**config.mk**
```make
export PLATFORM = sky130hd
export DESIGN_NAME = smlau_mod
export DESIGN_NICKNAME = d
export VERILOG_FILES = /design/src/rtl/smlau_pkg.sv /design/src/rtl/smlau_mod.sv
export SDC_FILE = /design/constraint.sdc
export NUM_CORES = 1
export LEC_CHECK = 0
export ABC_AREA = 1
export BUFFER_PORTS_ARGS = -buffer_cell sky130_fd_sc_hd__buf_2
export CORE_UTILIZATION = 28
export DETAILED_ROUTE_END_ITERATION = 8
export SLEW_MARGIN = 15
export SYNTH_ARGS = -nofsm -noshare
export SYNTH_HDL_FRONTEND = slang
export SYNTH_SLANG_ARGS = --single-unit
```
**constraint.sdc**
```tcl
create_clock -name clk_i -period 9.35 [get_ports clk_i]
set_input_delay 0.935 -clock clk_i [delete_from_list [all_inputs] [get_ports clk_i]]
set_output_delay 0.935 -clock clk_i [all_outputs]
set_load 0.02 [all_outputs]
```
**src/rtl/smlau_pkg.sv**
```systemverilog
`default_nettype none

package smlau_pkg;

  localparam int unsigned ACTION_W  = 3;
  localparam int unsigned WORD_W    = 32;
  localparam int unsigned IMM_W     = 16;
  localparam int unsigned OFF2_W    = 8;
  localparam int unsigned SIZE_W    = 17;
  localparam int unsigned PADDR_W   = 3;
  localparam int unsigned PDATA_W   = 32;

  // Register map: byte address bit 2 selects the register word.
  localparam logic REG_SHARED_BYTES = 1'b0;
  localparam logic [SIZE_W-1:0] SHARED_BYTES_RST = 17'h10000;

  // Remainder unit: bits of dividend retired per cycle.
  localparam int unsigned MOD_BITS_PER_CYC = 4;
  localparam int unsigned MOD_CYCLES       = WORD_W / MOD_BITS_PER_CYC;
  localparam int unsigned MOD_CNT_W        = $clog2(MOD_CYCLES);

  typedef enum logic [ACTION_W-1:0] {
    ACT_WRITE = 3'd0,
    ACT_READ  = 3'd1,
    ACT_PAIR  = 3'd2,
    ACT_ADD   = 3'd3,
    ACT_MIN   = 3'd4,
    ACT_MAX   = 3'd5,
    ACT_SWAP  = 3'd6
  } action_e;

  // True when a whole word starting at byte address a lies below size.
  function automatic logic word_fits(input logic [WORD_W-1:0] a,
                                     input logic [SIZE_W-1:0] size);
    logic [WORD_W:0] a_end;
    logic [WORD_W:0] size_ext;
    a_end    = {1'b0, a} + (WORD_W+1)'(4);
    size_ext = (WORD_W+1)'(size);
    return a_end <= size_ext;
  endfunction

  function automatic logic is_single_word(input logic [ACTION_W-1:0] act);
    logic res;
    case (act)
      ACT_WRITE, ACT_READ, ACT_ADD, ACT_MIN, ACT_MAX, ACT_SWAP: res = 1'b1;
      default: res = 1'b0;
    endcase
    return res;
  endfunction

endpackage

`default_nettype wire

```
**src/rtl/smlau_mod.sv**
```systemverilog
`default_nettype none

module smlau_mod import smlau_pkg::*; (
  input  wire logic              clk_i,
  input  wire logic              rst_ni,
  input  wire logic              start_i,
  input  wire logic [WORD_W-1:0] dividend_i,
  input  wire logic [SIZE_W-1:0] divisor_i,
  output logic                   done_o,
  output logic [SIZE_W-1:0]      rem_o
);

  logic                 busy_q, busy_d;
  logic                 done_q, done_d;
  logic [MOD_CNT_W-1:0] cnt_q, cnt_d;
  logic [WORD_W-1:0]    dvd_q, dvd_d;
  logic [SIZE_W-1:0]    rem_q, rem_d;
  logic [SIZE_W-1:0]    div_q, div_d;
  logic [SIZE_W-1:0]    rem_step;

  // Restoring remainder, several dividend bits per cycle. The partial
  // remainder stays below the divisor, so one extra bit is enough.
  always_comb begin
    logic [SIZE_W:0] trial;
    logic [SIZE_W-1:0] r;
    r = rem_q;
    for (int k = 0; k < MOD_BITS_PER_CYC; k++) begin
      trial = {r, dvd_q[WORD_W-1-k]};
      if (trial >= {1'b0, div_q}) begin
        trial = trial - {1'b0, div_q};
      end
      r = trial[SIZE_W-1:0];
    end
    rem_step = r;
  end

  always_comb begin
    busy_d = busy_q;
    done_d = 1'b0;
    cnt_d  = cnt_q;
    dvd_d  = dvd_q;
    rem_d  = rem_q;
    div_d  = div_q;
    if (start_i) begin
      busy_d = 1'b1;
      cnt_d  = '0;
      dvd_d  = dividend_i;
      rem_d  = '0;
      div_d  = divisor_i;
    end else if (busy_q) begin
      rem_d = rem_step;
      dvd_d = dvd_q << MOD_BITS_PER_CYC;
      cnt_d = cnt_q + MOD_CNT_W'(1);
      if (cnt_q == MOD_CNT_W'(MOD_CYCLES - 1)) begin
        busy_d = 1'b0;
        done_d = 1'b1;
      end
    end
  end

  always_ff @(posedge clk_i or negedge rst_ni) begin
    if (!rst_ni) begin
      busy_q <= 1'b0;
      done_q <= 1'b0;
      cnt_q  <= '0;
    end else begin
      busy_q <= busy_d;
      done_q <= done_d;
      cnt_q  <= cnt_d;
    end
  end

  always_ff @(posedge clk_i) begin
    dvd_q <= dvd_d;
    rem_q <= rem_d;
    div_q <= div_d;
  end

  assign done_o = done_q;
  assign rem_o  = rem_q;

endmodule

`default_nettype wire

```
==> metrics <==
layer with the highest usage=met2; cts hold-fix bufs=0; Remaining DRCs=0; DIE WIDTH=between 150 and 200 um; met2 Track Usage GR=27.25%; Worst Tran Pin Value=848.9 ps; Syn Nets=1146; max_cap viols=0; Iteration-0 DRC Markers=~560; drt pass-1 iters=5; clock buffer depth=2; Routed WL per cell=between 15 and 20 um; DRT antenna net count=0; layout cells sized above 1=13.30%; first-pass GRT wire length=about 35000 um; headroom to the max-slew limit=between 40% and 50%; number of nets in the layout=1241; grt ovf=0; GP Congestion=0.9576; CP endpoint kind=flip-flop; Worst Path Arrival=8850 ps; grt met3 use=2.182%; n_diodes=0; outcome=complete, no violations; cell mode on critical path=nand2_1; Layout area overhead=17.84%; Tmin final=8611 ps; Filler cells=2676; Detailed Place HPWL=17960 um; pin count of the biggest net entering global routing=55; type of origin of the critical path=flip-flop; Synth Register Bits=slightly above 70; PortBufs=69; crit share post-route=92.10%; CTS Sinks=71; Worst Path Max Fanout=22; Final Max Tran Viols=0; total core area=24390 sq um; Post-Synth XOR/XNOR Area=6.908%; post-synth top area share=21.10%; sequential-to-total area share from yosys stat=27.78%; hold slack=395.5 ps; H-tree depth=3; Final Hold Viols=0; setup violators final=0; Area contributors post-synth=edfxtp_1, nand2_1, ha_1, inv_1, dfxtp_1; All-Layer GR Usage=17.32%; Synth Area in Compound Gates=12.51%; CTS clock-pin slew for the worst setup and hold paths=60 ps; synth warn=0; critical path required time=9590 ps; Async SR Flop Fraction=under 10%; Worst-Skew Late Latency=around 350 ps; Synth Area in Simple Gates=30.86%; Rows=57; Initial Util=28.59%; Mapped Cells=1020; Clock Tree Root=clkbuf_16; CTS tree=built; DR vias/cell=approximately 4.8; critical path's slowest cell=o21ai_0; CP Depth=54; Post-synth EDFFs=a little under 50; die height=roughly 160 um; GR Layer Usage met1=24.80%; kind of critical path=flip-flop to flip-flop; Hold Crit Class=input port to async pin; Worst setup startpoint=div_q[5]$_DFFE_PP_; worst r2r path cells=54; initial antenna violation count=0; WL final=22000 um; mux cell area share after synthesis=0%; Synth Flop Type=edfxtp_1; Die ar.=approximately 26000 sq um; delay-heaviest family, CP=simple AND/OR/NAND/NOR gates; Bufs and invs on worst path=9; worst r2r src=div_q[5]$_DFFE_PP_; count of different cell masters after synthesis=48; DR vias=approximately 7000; Synth Cell Area=6973 sq um; cell taking the most area after synthesis=edfxtp_1; TritonCTS Buffers=9; # IOs=70; Worst Clk Skew=10.51 ps; main combinational cell family by area after synthesis=simple AND/OR/NAND/NOR gates; syn_area_per_cell=roughly 7 sq um; vias in the first global route=6520; upper clock frequency limit=116.1 MHz; area share of fa/ha/maj cells after synthesis=a little over an eighth; CP max stage delay=540 ps
layout make-up:
cell class	instances	area (sq um)	share of cell area, %
clock buffer	9	225.2	2.741
clock inverter	7	56.30	0.6852
inverter	123	470.5	5.726
multi-input combinational	806	4502	54.79
sequential	71	1937	23.57
tap	324	405.4	4.934
timing repair buffer	103	613.1	7.462
timing repair inverter	1	7.507	0.09137
per-layer routing:
| metal | up-vias | part of all wire, % |
|---|---|---|
| li1 | 3516 | - |
| met1 | 3144 | 49 |
| met2 | 208 | 44 |
| met3 | 18 | 6.1 |
| met4 | 0 | 1.2 |
| met5 | - | 0 |
worst register-to-register path, delay by kind of cell (launching register included):
| family | cells | cell delay (ps) |
|---|---|---|
| DFF | 1 | 320 |
| and+or+nand+nor | 30 | 3170 |
| AOI/OAI and AO/OA | 11 | 2100 |
| adders and majority gates | 4 | 1590 |
| buffers and inverters | 9 | 1310 |
placed cells by master, fill, tap and decap left out, types with 33 or more instances in the layout:
cell      instances
nand2_1         385
ha_1             70
inv_1           119
o21ai_0          49
buf_2            69
a21oi_1          57
nor2_1           45
edfxtp_1         49
xnor2_1          35
buf_4            33
nand3_1          50
flip-flops by register name, summed over array words and instances, names as in the netlist:
signal / flops
dvd_q: 32
busy_q: 1
div_q: 17
rem_o: 17
done_o: 1
cnt_q: 3
synthesized netlist by cell type (9+ instances only):
master    instances
clkbuf_1          9
o21ai_0          60
xor2_1           20
xnor2_1          35
dfxtp_1          17
nand2_1         385
edfxtp_1         49
nor2_1           45
inv_1           121
nand3_1          50
a21oi_1          58
ha_1             70
cells by family after synthesis:
| kind of cell | count (synthesis) |
|---|---|
| compound gates | 156 |
| xor+xnor | 55 |
| fa+ha+maj | 74 |
| buf+inv | 144 |
| flops | 71 |
| simple gates | 520 |
through the flow:
step / cell area (sq um) / cells / utilization [%] / setup slack, ps / TNS [ps]
6_report: 8217 / 1444 / 33.69 / 738.7 / 0
3_3_place_gp: 7785 / 1415 / 31.92 / 188.1 / 0
3_5_place_dp: 7785 / 1415 / 31.92 / 88.19 / 0
2_1_floorplan: 6973 / 1020 / - / 2059 / 0
5_1_grt: 8217 / 1444 / 33.69 / -9.577 / -9.577
4_1_cts: 8066 / 1431 / 33.07 / 31.92 / 0
final timing paths:
kind                       slack, ps                     to
max                              740  rem_o[5]$_SDFFE_PP0P_
min in group clk_i               510    dvd_q[25]$_DFFE_PP_
min                              400   cnt_q[2]$_DFFE_PN0P_
min reg2reg                      510    dvd_q[25]$_DFFE_PP_
max in group asynchronous       8820   cnt_q[1]$_DFFE_PN0P_
max reg2reg                      740  rem_o[5]$_SDFFE_PP0P_
timing repair:
action / CTS / global route
setup buffers: 0 / 11
setup endpoints to repair: 0 / 17
gates resized for setup: 0 / 20
Power is left out: the tool's default activity adds up to more than one toggle a clock period on the data nets, which glitch-free logic cannot reach.
